--- config.mk ---
export PLATFORM = sky130hd
export DESIGN_NAME = assembler_token_arg_checker_top
export DESIGN_NICKNAME = d
export VERILOG_FILES = /design/src/design/atac_pkg.sv /design/src/design/atac_scan.sv /design/src/design/atac_rq.sv /design/src/design/assembler_token_arg_checker_top.sv
export SDC_FILE = /design/constraint.sdc
export NUM_CORES = 1
export LEC_CHECK = 0
export BUFFER_PORTS_ARGS = -buffer_cell sky130_fd_sc_hd__buf_2
export CAP_MARGIN = 40
export CORE_MARGIN = 3
export CORE_UTILIZATION = 25
export CTS_CLUSTER_SIZE = 20
export DETAILED_ROUTE_END_ITERATION = 16
export GPL_TIMING_DRIVEN = 0
export PLACE_DENSITY = 0.43
export REMOVE_ABC_BUFFERS = 1
export SKIP_LAST_GASP = 1
export SYNTH_ARGS = -nofsm -noshare
export SYNTH_HDL_FRONTEND = slang
export SYNTH_SLANG_ARGS = --single-unit
export TNS_END_PERCENT = 100
--- constraint.sdc ---
create_clock -name clk -period 14.06 [get_ports clk]
set_input_delay 0 -clock clk [delete_from_list [all_inputs] [get_ports clk]]
set_output_delay 0 -clock clk [all_outputs]
set_load 0.02 [all_outputs]
--- src/design/atac_pkg.sv ---
// Shared types, constants and the mnemonic table for the token and argument checker.
`timescale 1ns / 1ps

package atac_pkg;

  localparam int MnemCount   = 30;
  localparam int FirstOneArg = 2;
  localparam int FirstTwoArg = 19;
  localparam int FirstThrArg = 29;
  localparam int QueueDepth  = 4;

  localparam logic [2:0] LONG_TOKEN = 3'd5;
  localparam logic [2:0] MAX_CHARS  = 3'd4;

  localparam logic [7:0] CH_SPACE = 8'h20;
  localparam logic [7:0] CH_LF    = 8'h0a;
  localparam logic [7:0] CH_TAB   = 8'h09;
  localparam logic [7:0] CH_CR    = 8'h0d;
  localparam logic [7:0] CH_COMMA = 8'h2c;
  localparam logic [7:0] CH_COLON = 8'h3a;
  localparam logic [7:0] CH_SEMI  = 8'h3b;

  typedef enum logic [1:0] {
    MODE_IDLE    = 2'd0,
    MODE_TOKEN   = 2'd1,
    MODE_COMMENT = 2'd2,
    MODE_HALT    = 2'd3
  } mode_t;

  typedef enum logic [1:0] {
    TERM_NONE  = 2'd0,
    TERM_COLON = 2'd1,
    TERM_SEMI  = 2'd2,
    TERM_COMMA = 2'd3
  } term_t;

  typedef enum logic [2:0] {
    KIND_LABEL   = 3'd0,
    KIND_COMMENT = 3'd1,
    KIND_COMMA   = 3'd2,
    KIND_INSTR   = 3'd3,
    KIND_ARG     = 3'd4,
    KIND_END     = 3'd5
  } kind_t;

  typedef struct packed {
    kind_t      kind;
    logic [4:0] mnemonic;
    logic [1:0] arg_count;
    logic [1:0] args_left;
    logic       too_many;
    logic       run_end;
  } res_t;

  typedef struct packed {
    logic [1:0] cnt;
    res_t       r0;
    res_t       r1;
  } push_t;

  typedef struct packed {
    logic       hit;
    logic [4:0] idx;
  } match_t;

  localparam logic [7:0] MNEM_TXT [MnemCount][4] = '{
    '{"c", "l", "r", 8'h00}, '{"r", "e", "t", 8'h00}, '{"j", "m", "p", 8'h00},
    '{"c", "a", "l", "l"},   '{"s", "h", "r", 8'h00}, '{"s", "h", "l", 8'h00},
    '{"i", "n", "d", 8'h00}, '{"j", "m", "p", "0"},   '{"k", "s", "e", 8'h00},
    '{"k", "s", "n", 8'h00}, '{"d", "e", "l", 8'h00}, '{"w", "k", "p", 8'h00},
    '{"s", "e", "t", "d"},   '{"s", "e", "t", "s"},   '{"a", "d", "i", 8'h00},
    '{"s", "p", "r", 8'h00}, '{"s", "b", "i", 8'h00}, '{"s", "t", "o", 8'h00},
    '{"f", "i", "l", 8'h00}, '{"s", "e", 8'h00, 8'h00}, '{"s", "n", "e", 8'h00},
    '{"s", "e", "t", 8'h00}, '{"a", "d", "d", 8'h00}, '{"o", "r", 8'h00, 8'h00},
    '{"a", "n", "d", 8'h00}, '{"x", "o", "r", 8'h00}, '{"s", "u", "b", 8'h00},
    '{"s", "u", "b", "x"},   '{"r", "n", "d", 8'h00}, '{"d", "r", "a", "w"}
  };

  localparam logic [2:0] MNEM_LEN [MnemCount] = '{
    3'd3, 3'd3, 3'd3, 3'd4, 3'd3, 3'd3, 3'd3, 3'd4, 3'd3, 3'd3,
    3'd3, 3'd3, 3'd4, 3'd4, 3'd3, 3'd3, 3'd3, 3'd3, 3'd3, 3'd2,
    3'd3, 3'd3, 3'd3, 3'd2, 3'd3, 3'd3, 3'd3, 3'd4, 3'd3, 3'd4
  };

  function automatic logic is_space(input logic [7:0] c);
    return (c == CH_SPACE) || (c == CH_LF) || (c == CH_TAB) || (c == CH_CR);
  endfunction

  // Compare the token against all mnemonics in parallel; first hit wins.
  function automatic match_t find_mnem(input logic [7:0] chars [4], input logic [2:0] len);
    match_t m;
    logic   eq;
    m = '0;
    for (int i = 0; i < MnemCount; i++) begin
      eq = (len == MNEM_LEN[i]);
      for (int j = 0; j < 4; j++) begin
        if (3'(j) < len && chars[j] != MNEM_TXT[i][j]) eq = 1'b0;
      end
      if (eq && !m.hit) begin
        m.hit = 1'b1;
        m.idx = 5'(i);
      end
    end
    return m;
  endfunction

  function automatic logic [1:0] mnem_args(input logic [4:0] idx);
    logic [1:0] n;
    if (idx < 5'(FirstOneArg)) n = 2'd0;
    else if (idx < 5'(FirstTwoArg)) n = 2'd1;
    else if (idx < 5'(FirstThrArg)) n = 2'd2;
    else n = 2'd3;
    return n;
  endfunction

endpackage

--- src/design/atac_scan.sv ---
// Character scanner: token state, classification and argument counting.
`timescale 1ns / 1ps

module atac_scan import atac_pkg::*; (
  input  logic       clk,
  input  logic       rst_n,
  input  logic       step,
  input  logic [7:0] ch,
  input  logic       fin,
  output push_t      push
);

  mode_t      mode_r, mode_nxt;
  logic [7:0] chars_r [4];
  logic [7:0] chars_nxt [4];
  logic [2:0] len_r, len_nxt;
  logic [1:0] left_r, left_nxt;

  logic       sep_ev, open_tok, start, app, do_fin, cd, over, end_res;
  term_t      term;
  logic [2:0] tok_len;
  logic [1:0] left_f;
  mode_t      mode_f;
  match_t     mt;
  res_t       fres, eres;

  // Decode the byte against the current mode.
  always_comb begin
    term   = TERM_NONE;
    sep_ev = 1'b0;
    start  = 1'b0;
    app    = 1'b0;
    case (ch)
      CH_COLON: term = TERM_COLON;
      CH_SEMI:  term = TERM_SEMI;
      CH_COMMA: term = TERM_COMMA;
      default:  term = TERM_NONE;
    endcase
    case (mode_r)
      MODE_IDLE: begin
        if (!is_space(ch)) begin
          if (term != TERM_NONE) sep_ev = 1'b1;
          else start = 1'b1;
        end
      end
      MODE_TOKEN: begin
        if (is_space(ch) || term != TERM_NONE) sep_ev = 1'b1;
        else app = 1'b1;
      end
      default: ;
    endcase
    open_tok = start || app;
    do_fin   = sep_ev || (fin && open_tok);
  end

  // Token buffer after this byte.
  always_comb begin
    chars_nxt = chars_r;
    tok_len   = len_r;
    if (start) begin
      chars_nxt[0] = ch;
      tok_len      = 3'd1;
    end else if (app) begin
      if (len_r < MAX_CHARS) chars_nxt[len_r[1:0]] = ch;
      if (len_r < LONG_TOKEN) tok_len = len_r + 3'd1;
    end
    mt = find_mnem(chars_nxt, tok_len);
  end

  // Next state.
  always_comb begin
    cd = (term == TERM_COMMA && mode_r == MODE_TOKEN) ||
         (term == TERM_NONE && !mt.hit);
    cd   = cd && do_fin;
    over = cd && (left_r == 2'd0);
    if (do_fin && term == TERM_NONE && mt.hit) left_f = mnem_args(mt.idx);
    else if (cd && !over) left_f = left_r - 2'd1;
    else left_f = left_r;

    if (do_fin) begin
      if (over) mode_f = MODE_HALT;
      else if (term == TERM_SEMI) mode_f = MODE_COMMENT;
      else mode_f = MODE_IDLE;
    end else if (open_tok) begin
      mode_f = MODE_TOKEN;
    end else if (mode_r == MODE_COMMENT && ch == CH_LF) begin
      mode_f = MODE_IDLE;
    end else begin
      mode_f = mode_r;
    end
    end_res = fin && (mode_f != MODE_HALT);

    if (fin) begin
      mode_nxt = MODE_IDLE;
      len_nxt  = 3'd0;
      left_nxt = 2'd0;
    end else begin
      mode_nxt = mode_f;
      len_nxt  = do_fin ? 3'd0 : tok_len;
      left_nxt = left_f;
    end
  end

  // Results of this byte.
  always_comb begin
    fres = '0;
    case (term)
      TERM_COLON: fres.kind = KIND_LABEL;
      TERM_SEMI:  fres.kind = KIND_COMMENT;
      TERM_COMMA: fres.kind = KIND_COMMA;
      default:    fres.kind = mt.hit ? KIND_INSTR : KIND_ARG;
    endcase
    if (term == TERM_NONE && mt.hit) begin
      fres.mnemonic  = mt.idx;
      fres.arg_count = left_f;
    end
    fres.args_left = left_f;
    fres.too_many  = over;
    fres.run_end   = !end_res;

    eres           = '0;
    eres.kind      = KIND_END;
    eres.args_left = left_f;
    eres.run_end   = 1'b1;

    push.r0  = do_fin ? fres : eres;
    push.r1  = eres;
    push.cnt = step ? (2'(do_fin) + 2'(end_res)) : 2'd0;
  end

  always_ff @(posedge clk) begin
    if (!rst_n) begin
      mode_r <= MODE_IDLE;
      len_r  <= 3'd0;
      left_r <= 2'd0;
    end else if (step) begin
      mode_r <= mode_nxt;
      len_r  <= len_nxt;
      left_r <= left_nxt;
    end
  end

  always_ff @(posedge clk) begin
    if (step) chars_r <= chars_nxt;
  end

  a_halt_zero: assert property (@(posedge clk) disable iff (!rst_n)
    mode_r == MODE_HALT |-> left_r == 2'd0)
    else $error("halted text with arguments left");

  a_fin_clear: assert property (@(posedge clk) disable iff (!rst_n)
    step && fin |=> mode_r == MODE_IDLE && len_r == 3'd0 && left_r == 2'd0)
    else $error("state not cleared after end of text");

  a_halt_quiet: assert property (@(posedge clk) disable iff (!rst_n)
    step && mode_r == MODE_HALT |-> push.cnt == 2'd0)
    else $error("result produced while halted");

endmodule

--- src/design/atac_rq.sv ---
// Result queue: takes up to two results a cycle, hands out one beat a cycle while the output is ready.
`timescale 1ns / 1ps

module atac_rq import atac_pkg::*; (
  input  logic  clk,
  input  logic  rst_n,
  input  push_t push,
  input  logic  pop,
  output res_t  head,
  output logic  head_valid,
  output logic  room
);

  res_t       mem_r [QueueDepth];
  logic [1:0] wr_ptr_r, wr_ptr_nxt;
  logic [1:0] rd_ptr_r, rd_ptr_nxt;
  logic [2:0] count_r, count_nxt;
  logic       do_pop;

  always_comb begin
    do_pop     = pop && head_valid;
    wr_ptr_nxt = wr_ptr_r + push.cnt;
    rd_ptr_nxt = rd_ptr_r + 2'(do_pop);
    count_nxt  = count_r + 3'(push.cnt) - 3'(do_pop);
  end

  assign head       = mem_r[rd_ptr_r];
  assign head_valid = (count_r != 3'd0);
  // Space for a two-result byte regardless of the output side.
  assign room       = (count_r <= 3'(QueueDepth - 2));

  always_ff @(posedge clk) begin
    if (!rst_n) begin
      wr_ptr_r <= 2'd0;
      rd_ptr_r <= 2'd0;
      count_r  <= 3'd0;
    end else begin
      wr_ptr_r <= wr_ptr_nxt;
      rd_ptr_r <= rd_ptr_nxt;
      count_r  <= count_nxt;
    end
  end

  always_ff @(posedge clk) begin
    if (push.cnt != 2'd0) mem_r[wr_ptr_r] <= push.r0;
    if (push.cnt == 2'd2) mem_r[wr_ptr_r + 2'd1] <= push.r1;
  end

  a_no_overflow: assert property (@(posedge clk) disable iff (!rst_n)
    push.cnt != 2'd0 |-> room)
    else $error("result queue overflow");

  a_count_bound: assert property (@(posedge clk) disable iff (!rst_n)
    count_r <= 3'(QueueDepth))
    else $error("result queue count out of range");

  a_ptr_track: assert property (@(posedge clk) disable iff (!rst_n)
    (wr_ptr_r - rd_ptr_r) == count_r[1:0])
    else $error("queue pointers disagree with count");

endmodule

--- src/design/assembler_token_arg_checker_top.sv ---
// An accepted input beat is registered, scanned, then written to the result queue before output.
// Throughput: one character per cycle while the queue has room; each result is one out beat.
// The rate is set by the single scan stage between the input register and the result queue.
// A four-entry result queue decouples the output; input stalls only when it holds over two.
// Reset (rst_n low, synchronous): scanner between tokens, counts cleared, queue emptied.
`timescale 1ns / 1ps

module assembler_token_arg_checker_top import atac_pkg::*; (
  input  logic        clk,
  input  logic        rst_n,
  input  logic        in_tvalid,
  output logic        in_tready,
  input  logic [7:0]  in_tdata,   // [7:0] ch
  input  logic        in_tlast,   // final_char
  output logic        out_tvalid,
  input  logic        out_tready,
  output logic [15:0] out_tdata,  // [4:0] mnemonic, [6:5] arg_count, [8:7] args_left, zero fill
  output logic [3:0]  out_tuser,  // [2:0] kind, [3] too_many
  output logic        out_tlast   // run_end
);

  logic       in_valid_r;
  logic [7:0] in_ch_r;
  logic       in_fin_r;
  logic       fire, room;
  push_t      push;
  res_t       head;

  assign fire      = in_valid_r && room;
  assign in_tready = !in_valid_r || fire;

  always_ff @(posedge clk) begin
    if (!rst_n) begin
      in_valid_r <= 1'b0;
    end else if (in_tready) begin
      in_valid_r <= in_tvalid;
    end
  end

  // Hold the beat until the scanner takes it.
  always_ff @(posedge clk) begin
    if (in_tvalid && in_tready) begin
      in_ch_r  <= in_tdata;
      in_fin_r <= in_tlast;
    end
  end

  atac_scan u_scan (
    .clk   (clk),
    .rst_n (rst_n),
    .step  (fire),
    .ch    (in_ch_r),
    .fin   (in_fin_r),
    .push  (push)
  );

  atac_rq u_rq (
    .clk        (clk),
    .rst_n      (rst_n),
    .push       (push),
    .pop        (out_tready),
    .head       (head),
    .head_valid (out_tvalid),
    .room       (room)
  );

  assign out_tdata = {7'd0, head.args_left, head.arg_count, head.mnemonic};
  assign out_tuser = {head.too_many, head.kind};
  assign out_tlast = head.run_end;

endmodule
# Word-level counts from Yosys, hierarchy flattened
# Memories as Yosys holds them, arrays and structs flattened. A register that Yosys moved wholly into a read port is not among the register bits.
# Cells that the tools add are included.
word_totals:
  register_bits: 56
  ram_bits: 56
  inputBits: 13
  output_inout_bits: 23
  elab_cells: 413
  memories: 1
op_classes:
  n_addsub: 8
  magnitude_cmp: 12
  eq_ne: 62
  mux: 176
  bitwise_logic: 1
  reduce_logical: 140
memory_table:
  columns: ["name", "depth", "word_bits", "read_ports", "rd_ports_with_merged_regs", "write_ports", "line_no", "source"]
  rows:
  - ["u_rq.mem_r", 4, 14, 1, 1, 2, "atac_rq.sv:14", "res_t mem_r [QueueDepth];"]
ops:
  columns: ["cell", "n"]
  rows:
  - ["$ne A8 B7 Y1 const B", 44]
  - ["$mux W6", 30]
  - ["$mux W1", 115]
  - ["$logic_and A1 B1 Y1", 91]
  - ["$mux W32", 2]
  - ["$logic_not A1 Y1", 33]
  - ["$bwmux W32", 1]
  - ["$eq A8 B6 Y1 const B", 4]
  - ["$mux W2", 13]
  - ["$eq A8 B4 Y1 const B", 3]
  - ["$mux W24", 1]
  - ["$mux W3", 6]
  - ["$demux W8 S2", 1]
  - ["$mux W8", 2]
  - ["$reduce_bool A8 Y1", 2]
  - ["$mux W14", 1]
  - ["$lt A5 B5 Y1 const B", 2]
  - ["$pmux W3 S3", 1]
  - ["$eq A2 B2 Y1 const B", 4]
  - ["$logic_or A1 B1 Y1", 8]
  - ["$ne A8 B6 Y1 const B", 1]
  - ["$mux W7", 1]
  - ["$eq A3 B2 Y1 const B", 2]
  - ["$logic_not A2 Y1", 3]
  - ["23 further kinds", 28]

# Depth between registers and ports, before layout
# Gate-level depths: netlist of run 1.
depth:
  depth_word: 117
  depth_mapped: 27
  depth_no_buf: 24

# Cells and area by module
# Synthesis of run 1 repeated with hierarchy kept, for this count alone.
hier_totals:
  cells_unflattened: 873
  hier_area_um2: 8808.4
by_module_without_submodules:
  columns: ["mod", "n_inst", "cells_each", "area_each_um2", "seq_area_each_um2"]
  rows:
  - ["atac_scan", 1, 668, 5226.3, 1101.1]
  - ["atac_rq", 1, 182, 3190.6, 1821.7]
  - ["assembler_token_arg_checker_top", 1, 23, 391.6, 290.3]

# Worst setup path after synthesis of run 1
# OpenSTA, ideal clock, no wires.
synth_path:
  path_kind: "register -> register"
  startpoint: "register in_ch_r[6]"
  endpoint: "register u_rq.count_r[2]"
  setup_time_ns: 0.128
  arrival_ns: 5.704
  t_required_ns: 13.932
  path_slack_ns: 8.228
  path_stages_with_launch: 27
  path_buffers: 4
  period_less_slack_ns: 5.832
  path_cell_list: "edfxtp_1 -> buf_6 -> or3_1 -> or4_1 -> buf_6 -> and4_4 -> buf_6 -> nand2_1 -> clkbuf_1 -> mux2i_1 -> a211oi_1 -> a2111oi_1 -> nand2_1 -> nor4_1 -> a21bo_2 -> nand3_1 -> and3_1 -> ha_1 -> nand2_1 -> ha_1 -> inv_1 -> ha_1 -> inv_1 -> fa_1 -> xnor2_1 -> xnor2_1 -> nor2_1"
synth_via:
  elab_chain_len: 116
  elab_cells_between_ends: 344
  cone_classes: "add/sub: 3; order compare: 4; eq/ne: 58; mux: 155; reduce/logical: 124"
synth_lines:
  columns: ["item", "line_no", "source"]
  rows:
  - ["start: declaration", "assembler_token_arg_checker_top.sv:23", "logic [7:0] in_ch_r;"]
  - ["start signal: assignment", "assembler_token_arg_checker_top.sv:43", "in_ch_r <= in_tdata;"]
  - ["branches (longest 112 deep; another with $lt A1 B3 Y1)", null, null]
  - ["$add A1 B1 Y2 *", "atac_scan.sv:128", "push.cnt = step ? (2'(do_fin) + 2'(end_res)) : 2'd0;"]
  - ["$mux W2 *", "atac_scan.sv:128", null]
  - ["$add A3 B2 Y3 *", "atac_rq.sv:24", "count_nxt = count_r + 3'(push.cnt) - 3'(do_pop);"]
  - ["$sub A3 B1 Y3 *", "atac_rq.sv:24", null]
  - ["end signal: assignment", "atac_rq.sv:40", "count_r <= count_nxt;"]
  - ["end: declaration", "atac_rq.sv:17", "logic [2:0] count_r, count_nxt;"]
# Mark *: on every way between the ends.
# A chain may end at the register's enable or synchronous reset.

# Worst setup path in the final report of run 1
layout_path:
  startpoint: "register in_ch_r[1]"
  endpoint: "register u_rq.count_r[2]"
# The elaborated chain is that of the path after synthesis.

==> results.ini, run 1 <==
[die]
io_pins = 36
core_um2 = 28900
num_rows = 62
die_h_um = 177
die_w_um = 177
start_util_pct = 25.5
die-area_um2 = 31500

[sta]
rsz0062_at_grt = false
maxSlewHeadroom_pct = 36.4
holdWs_ns = 0.129
final-setup-viol-count = 0
finalHoldViolCount = 0
fmax_mhz = 140
fin_skew_ns = 0.0121
period_share_pct = 50.8
fin_crit_ns = 7.14
finalSetupTns_ns = 0
final_max_slew_viol_count = 0
worst_pin_slew_ns = 0.952
final.setup.worst_slack_ns = 6.92

[clock_network]
htree_num_levels = 3
cts.repair.resized = 0
cts-buffers-inserted = 9
cts_tree = yes
post-cts-setup-buffers = 0
clockBufferDepth = 2
clock_latency_ns = 0.37
cts_root_buf = clkbuf_16
cts_num_sinks = 112
clkTransAtPathRegs_ns = 0.09
hold_buffers = 11

[grt]
grt_usage_pct = 15.2
gr-total-overflow = 0
grt_pass1_vias = 6385
grt_first_pass_wirelength_um = 37100
antenna_found_initial = 0
grt_max_degree = 36

[drt]
drtAntennaViolNets = 0
routed-via-count = 6479
wl_um = 23600
drt_iter0_markers = 500
vias_per_cell = 5.37
firstDrtPassIters = 5
drcViolationCount = 0
wl_per_cell_um = 19.6

[pwr]
p_leak_uw = 0.00286
peakVddDrop_mv = 0.0667
p_per_area_nw_per_um2 = 112

[worst_setup_path]
crit_chain = and3b_1, o211ai_1, buf_4, and4_4, nand2_1, a41oi_1, nor3b_1, a311oi_1, o2111ai_1, nor4_1, a21bo_2, nand3_1, and3_1, ha_1, nand2_1, ha_1, inv_1, ha_1, inv_1, fa_1, xnor2_1, xnor2_1, nor2_1
critical_path.max_stage_delay_ns = 0.80
slowest_stage = a41oi_1
cp.arrival_ns = 7.38
cp-start-kind = register
cp.required_ns = 14.31
critPathMaxFanout = 20
crit_family = simple AND/OR/NAND/NOR gates
end_kind = register
crit_top_cell = ha_1
critPathBufInv = 3
path_class = register to register

[place]
gp_congestion = 0.911
portBuffers = 28
placed_area_um2 = 7900
dpl.hpwl_um = 17300
place_ws_ns = 6.91

[synthesis]
synthSimpleGateAreaFrac_pct = 24.7
syn_avg_cell_area_um2 = 9.22
synth_edf_count = 49
synth.distinct_cells = 86
synthArstFlopShare_pct = 0
netlist_instances = 797
yosys_warnings = 0
synth_top_family_by_area = simple AND/OR/NAND/NOR gates
synth_compound_area_share_pct = 18.1
synthMuxAreaShare_pct = 12.6
yosys.area_share.adder_pct = 2.14
ys_seq_area_share_pct = 37.2
synthXorXnorAreaFrac_pct = 0.715
ys_dominant_reg_cell = dfxtp_1
synthesis.area_um2 = 7350
synth-seq-cells = 112

[layout]
final_core_util_pct = 28.9
antenna_cells = 0
syn2layout_area_growth_pct = 13.5
final_area_um2 = 8340
drive_above_1_share_pct = 16.8
final_nets = 843

[outcome]
status = finished, final reports clean

[worst_hold_path]
worstHoldPathType = primary input to register

[run]
maxCapViolCount = 0

[where the power goes]
group          switching, uW  internal, uW  leakage (uW)
combinational            111          93.5       0.00173
sequential              47.2           386      0.000965
clock                    149           147      0.000160
[layer usage]
layer	routed length [um]	track usage [%]	vias up	part of all wire, %
met5	0	0	-	0
met4	471	4.16	0	2.0
met3	1220	2.12	26	5.1
met2	10900	24.3	191	46
met1	11100	21.3	3199	47
li1	-	-	3063	-
[tightest hold or removal path, stage by stage]
cell	delay, ns
buf_2	0.07
and2_1	0.16
ha_1	0.14
and2_1	0.11
[logic make-up after synthesis]
family	count (synthesis)
adders and majority gates	12
and+or+nand+nor	336
muxes	69
buffers and inverters	74
AOI/OAI and AO/OA	187
DFF	112
other	1
xor gates and xnor gates	6
[final cells by class]
class / count / area [um^2]
clock buffer: 9 / 225
timing repair buffer: 54 / 404
sequential: 112 / 2730
tap: 384 / 480
clock inverter: 7 / 103
fill: 3091 / 20500
inverter: 24 / 90.1
multi-input combinational: 617 / 4310
[registers in the layout (all words and copies together), names as in the netlist]
register	count
u_scan.len_r	3
u_scan.chars_r	32
u_rq.wr_ptr_r	2
u_scan.mode_r	2
in_valid_r	1
u_rq.mem_r	56
u_rq.rd_ptr_r	2
u_scan.left_r	2
in_ch_r	8
u_rq.count_r	3
in_fin_r	1
[cells in the final DEF, fill, tap and decap left out, types with 10 or more instances in the layout]
cell,instances
buf_2,31
nor3_1,28
a21oi_1,32
mux2i_1,12
inv_1,22
nand2_1,77
ha_1,11
nand2b_1,13
o21ai_0,57
nor2_1,65
and3_1,10
dfxtp_1,63
mux2_2,42
nor2b_1,13
edfxtp_1,49
and2_1,13
nand3_1,28
nand4_1,12
mux4_2,14
dlygate4sd3_1,11
[per-stage QoR]
step / instances / total power (uW)
2_1_floorplan: 753 / 572
4_1_cts: 1206 / 947
5_1_grt: 1207 / 986
3_3_place_gp: 1165 / 636
6_report: 1207 / 933
3_5_place_dp: 1179 / 643
[cells in the mapped netlist, types with 5 or more instances]
library cell,instances,area (um^2)
nor3_1,28,140
o211ai_1,5,37.5
nor2b_1,13,81.3
ha_1,11,138
and2_1,13,81.3
buf_2,8,40.0
nor2_1,65,244
a22o_1,8,70.1
nand4_1,12,75.1
inv_1,23,86.3
o2111ai_1,6,52.6
nor4_1,9,56.3
mux2_2,42,473
nand2b_1,13,81.3
dfxtp_1,63,1260
nor3b_1,9,67.6
o22a_1,8,70.1
xnor2_1,6,52.6
edfxtp_1,49,1470
nand2_1,77,289
buf_4,8,60.1
nand4b_1,7,61.3
mux2i_1,12,120
nand3b_1,8,60.1
or2_2,8,50.1
clkbuf_1,28,105
a211oi_1,7,52.6
or3_1,6,37.5
a21oi_1,32,160
nand3_1,28,140
nor4b_1,6,52.6
mux4_2,14,315
and3_1,10,62.6
o21ai_0,57,285
and3b_1,6,52.6
[final timing paths]
path / endpoint / startpoint / slack (ns) / depth (start not counted)
worst max-delay path: u_rq.count_r[2]$_SDFF_PN0_ / in_ch_r[1]$_DFFE_PP_ / 6.92 / 23
worst min-delay path: u_rq.rd_ptr_r[0]$_SDFF_PN0_ / out_tready / 0.13 / 4
worst max register to register: u_rq.count_r[2]$_SDFF_PN0_ / in_ch_r[1]$_DFFE_PP_ / 6.92 / 23
worst min register to register: u_rq.mem_r[3][4]$_SDFFE_PP0N_ / u_rq.mem_r[3][4]$_SDFFE_PP0N_ / 0.46 / 2
Power figures use the tool's default switching activity.
==> inputs of run 2 (changes only) <==
--- a/config.mk
+++ b/config.mk
@@ -5,6 +5,7 @@
 export SDC_FILE = /design/constraint.sdc
 export NUM_CORES = 1
 export LEC_CHECK = 0
+export ABC_AREA = 1
 export BUFFER_PORTS_ARGS = -buffer_cell sky130_fd_sc_hd__buf_2
 export CAP_MARGIN = 40
 export CORE_MARGIN = 3
@@ -12,7 +13,7 @@
 export CTS_CLUSTER_SIZE = 20
 export DETAILED_ROUTE_END_ITERATION = 16
 export GPL_TIMING_DRIVEN = 0
-export PLACE_DENSITY = 0.43
+export PLACE_DENSITY = 0.45
 export REMOVE_ABC_BUFFERS = 1
 export SKIP_LAST_GASP = 1
 export SYNTH_ARGS = -nofsm -noshare
==> constraint.sdc (replaced) <==
create_clock -name clk -period 5.9 [get_ports clk]
set_input_delay 0 -clock clk [delete_from_list [all_inputs] [get_ports clk]]
set_output_delay 0 -clock clk [all_outputs]
set_load 0.02 [all_outputs]
==> run 2 against run 1 <==
Compared with the run above:
- non-clock buffer count grew 119
- first-iteration DRC count rose by 59%
- critical path type unchanged
- sequential share of layout area fell by 7.0 points
- via count up 30%
- setup slack lost 6.9 ns
- die area grew 5.6%
- hold slack improved by 0.14 ns
- count of clock-buffer cells in the layout is the same
- combinational power grew to 5.0 times the previous value
==> results.ini, run 2 <==
[pwr]
pwr-share-comb_pct = 37.4  ; was 21.9%
switching_share_pct = 40.5  ; was 32.9%
peakVddDrop_mv = 0.122  ; was 0.0667 mV
p_per_area_nw_per_um2 = 254  ; was 112 nW/um^2
p_sw_uw = 1090  ; was 307 uW
internal_power_uw = 1600  ; was 626 uW
pwr-share-clk_pct = 25.0  ; was 31.7%
p_seq_share_pct = 37.5  ; was 46.4%
p_leak_uw = 0.00467  ; was 0.00286 uW

[grt]
antenna_found_initial = 0  ; unchanged
gr-total-overflow = 0  ; unchanged
grt_max_degree = 34  ; was 36
grt_first_pass_wirelength_um = 42300  ; was 37100 um
grt_pass1_vias = 7791  ; was 6385
grt_usage_pct = 15.8  ; was 15.2%

[drt]
vias_per_cell = 4.95  ; was 5.37
drtAntennaViolNets = 0  ; unchanged
drcViolationCount = 0  ; unchanged
drt_iter0_markers = 797  ; was 500
wl_um = 27600  ; was 23600 um
firstDrtPassIters = 5  ; unchanged
wl_per_cell_um = 16.2  ; was 19.6 um
routed-via-count = 8420  ; was 6479

[worst_hold_path]
hold_depth = 5  ; was 4
hold_start = out_tready  ; unchanged
worstHoldPathType = primary input to register  ; unchanged
holdPathEnd = u_rq.rd_ptr_r[0]$_SDFF_PN0_  ; unchanged

[layout]
multiInputGateArea_um2 = 4940  ; was 4310 um^2
final_core_util_pct = 35.2  ; was 28.9%
nFillCells = 3118  ; was 3091
largest_register_ff_count = 56  ; unchanged
regMostFlops = u_rq.mem_r  ; unchanged
final_nets = 1332  ; was 843
reg.largest.list = u_rq.mem_r: 56 flops, u_scan.chars_r: 32 flops, in_ch_r: 8 flops  ; unchanged
final_common_cell = nand2_1  ; unchanged
syn2layout_area_growth_pct = 36.3  ; was 13.5%
regArea_um2 = 2730  ; about the same
final_cell_mix = nand2_1, nor2_1, o21ai_0  ; was nand2_1, nor2_1, dfxtp_1
drive_above_1_share_pct = 28.3  ; was 16.8%
antenna_cells = 0  ; unchanged

[sta]
fmax_mhz = 170  ; was 140 MHz
fin_crit_ns = 5.87  ; was 7.14 ns
fin_skew_ns = 0.0137  ; was 0.0121 ns
final.setup.worst_slack_ns = 0.0283  ; was 6.92 ns
maxSlewHeadroom_pct = 44.1  ; was 36.4%
finalHoldViolCount = 0  ; unchanged
worst_pin_slew_ns = 0.834  ; was 0.952 ns
period_share_pct = 99.5  ; was 50.8%
final-setup-viol-count = 0  ; unchanged
final_max_slew_viol_count = 0  ; unchanged
rsz0062_at_grt = true  ; was false

[worst_setup_path]
rr_endpoint = u_rq.mem_r[1][2]$_DFFE_PP_  ; was u_rq.count_r[2]$_SDFF_PN0_
crit_top_cell = buf_4  ; was ha_1
critPathMaxFanout = 9  ; was 20
critical_path.max_stage_delay_ns = 0.47  ; was 0.80 ns
reg2reg_depth = 46  ; was 23
cp-start-kind = register  ; unchanged
r2r_start = in_ch_r[5]$_DFFE_PP_  ; was in_ch_r[1]$_DFFE_PP_
slowest_stage = edfxtp_1  ; was a41oi_1
cp.arrival_ns = 6.02  ; was 7.38 ns
path_class = register to register  ; unchanged
r2r_setup_slack_ns = 0.03  ; was 6.92 ns
end_kind = register  ; unchanged
cp.required_ns = 6.05  ; was 14.31 ns

[die]
die_w_um = 182  ; was 177 um
core_um2 = 30100  ; was 28900 um^2
io_pins = 36  ; unchanged
die_h_um = 182  ; was 177 um
start_util_pct = 25.8  ; was 25.5%
die-area_um2 = 33300  ; was 31500 um^2
num_rows = 63  ; was 62

[clock_network]
cts-buffers-inserted = 9  ; unchanged
cts_tree = yes  ; unchanged
cts_root_buf = clkbuf_16  ; unchanged
clkTransAtPathRegs_ns = 0.10  ; was 0.09 ns
clockBufferDepth = 2  ; unchanged
htree_num_levels = 3  ; unchanged
cts_num_sinks = 112  ; unchanged
clock_latency_ns = 0.38  ; was 0.37 ns

[outcome]
status = finished, final reports clean  ; unchanged

[synthesis]
synth_edf_count = 49  ; unchanged
synth.distinct_cells = 53  ; was 86
synth-seq-cells = 112  ; unchanged
yosys.area.top_type = edfxtp_1  ; unchanged
ys_dominant_reg_cell = dfxtp_1  ; unchanged
synth_most_common_cell = nand2_1  ; unchanged
netlist_instances = 1159  ; was 797
synth_top_area_share_pct = 18.9  ; was 20.0%
ys_seq_area_share_pct = 35.1  ; was 37.2%
ys_top_cells_by_count = nand2_1, nor2_1, inv_1  ; was nand2_1, nor2_1, dfxtp_1
synthesis.area_um2 = 7780  ; was 7350 um^2
syn_avg_cell_area_um2 = 6.71  ; was 9.22 um^2
yosys_warnings = 0  ; unchanged
synthArstFlopShare_pct = 0  ; unchanged
synth_area_leaders = edfxtp_1, dfxtp_1, nand2_1  ; was edfxtp_1, dfxtp_1, mux2_2

[place]
dpl.hpwl_um = 17500  ; was 17300 um
gp_congestion = 0.891  ; was 0.911
place_ws_ns = -1.69  ; was 6.91 ns
portBuffers = 28  ; unchanged

[run]
maxCapViolCount = 0  ; unchanged

## run 2: cell types whose count changed in the layout (fill, tap and decap cells not counted), sizes merged, moves of 13 or more
cell,change
nand2b,-13
nand3,+63
nand2,+247
mux4,-14
nor2b,-13
nor2,+87
and2,-13
mux2,-43
nor3,-18
inv,+115
o21ai,+62
buf,+119
o22ai,+19
nand4,+40
## run 2: worst max-delay path: cells and delay by family, from the launching register on
| kind | cells | cell delay [ns] |
|---|---|---|
| AO/OA/AOI/OAI | 1 | 0.09 |
| buffers and inverters | 20 | 2.57 |
| flip-flops | 1 | 0.47 |
| AND/OR/NAND/NOR | 25 | 2.47 |
## run 2: what timing repair did
action / CTS / global route
pin swaps: 22 / 32
endpoints found under the hold margin: 14 / 0
gates cloned: 5 / 2
buffers inserted: 80 / 59
gates resized for setup: 71 / 121
hold buffers: 11 / 0
endpoints found under the setup margin: 69 / 68
## run 2: through the flow
| step | TNS, ns | cells | instance area [um^2] | hold WS, ns | power (uW) |
|---|---|---|---|---|---|
| floorplan | -0.0698 | 1117 | 7540 | 0.0935 | 1570 |
| global placement | -151.82 | 1535 | 8170 | 0.179 | 1810 |
| detailed placement | -89.72 | 1541 | 8270 | 0.181 | 1830 |
| CTS | 0 | 1653 | 9680 | 0.266 | 2580 |
| global route | -10.07 | 1702 | 10600 | 0.329 | 2870 |
| finish | 0 | 1702 | 10600 | 0.268 | 2700 |
## run 2: cell families (layout without fill, tap and decap cells)
group                    after synthesis  in the layout  share of synthesized area, %
XOR/XNOR                               6              6                         0.676
adder cells (fa/ha/maj)               12             12                          2.03
flip-flops                           112            112                          35.1
buffers and inverters                196            338                          10.5
AND/OR/NAND/NOR                      641            646                          37.8
other                                  1              7                        0.0482
AO/OA/AOI/OAI                        191            191                          13.8
## run 2: area by class of cell
cell class | count | area share (%)
Multi-Input combinational cell | 862 | 46.6
Sequential cell | 112 | 25.8
Timing Repair Buffer | 173 | 14.2
Inverter | 148 | 5.64
Tap cell | 390 | 4.60
Clock buffer | 9 | 2.12
Clock inverter | 7 | 0.885
Timing Repair inverter | 1 | 0.0708
## run 2: per-layer routing
layer / track usage [%] / routed length (um)
met1: 21.7 / 13000
met2: 24.8 / 12300
met3: 3.27 / 1590
met4: 5.27 / 760
met5: 0 / 0
## run 2: worst max-delay path by stage
stage / startpoint / endpoint / slack, ns / cells past startpoint
final: in_ch_r[5]$_DFFE_PP_ / u_rq.mem_r[1][2]$_DFFE_PP_ / 0.03 / 46
after global routing: in_ch_r[5]$_DFFE_PP_ / u_rq.count_r[2]$_SDFF_PN0_ / -0.39 / 47
after CTS: in_ch_r[0]$_DFFE_PP_ / u_rq.count_r[2]$_SDFF_PN0_ / 0.003 / 47
after detailed placement: in_ch_r[1]$_DFFE_PP_ / u_rq.mem_r[0][12]$_SDFFE_PP0P_ / -1.69 / 40
after global placement: u_scan.mode_r[0]$_SDFFE_PN0P_ / u_rq.mem_r[0][12]$_SDFFE_PP0P_ / -2.54 / 40
after floorplan: u_scan.mode_r[0]$_SDFFE_PN0P_ / u_rq.count_r[2]$_SDFF_PN0_ / -0.07 / 43
## run 2: power groups by stage
stage               registers (uW)  clock network (uW)  logic (uW)
floorplan                     1010                   0         559
global placement              1040                   0         766
detailed placement            1030                   0         803
CTS                           1010                 690         882
global route                  1030                 718        1120
finish                        1010                 675        1010
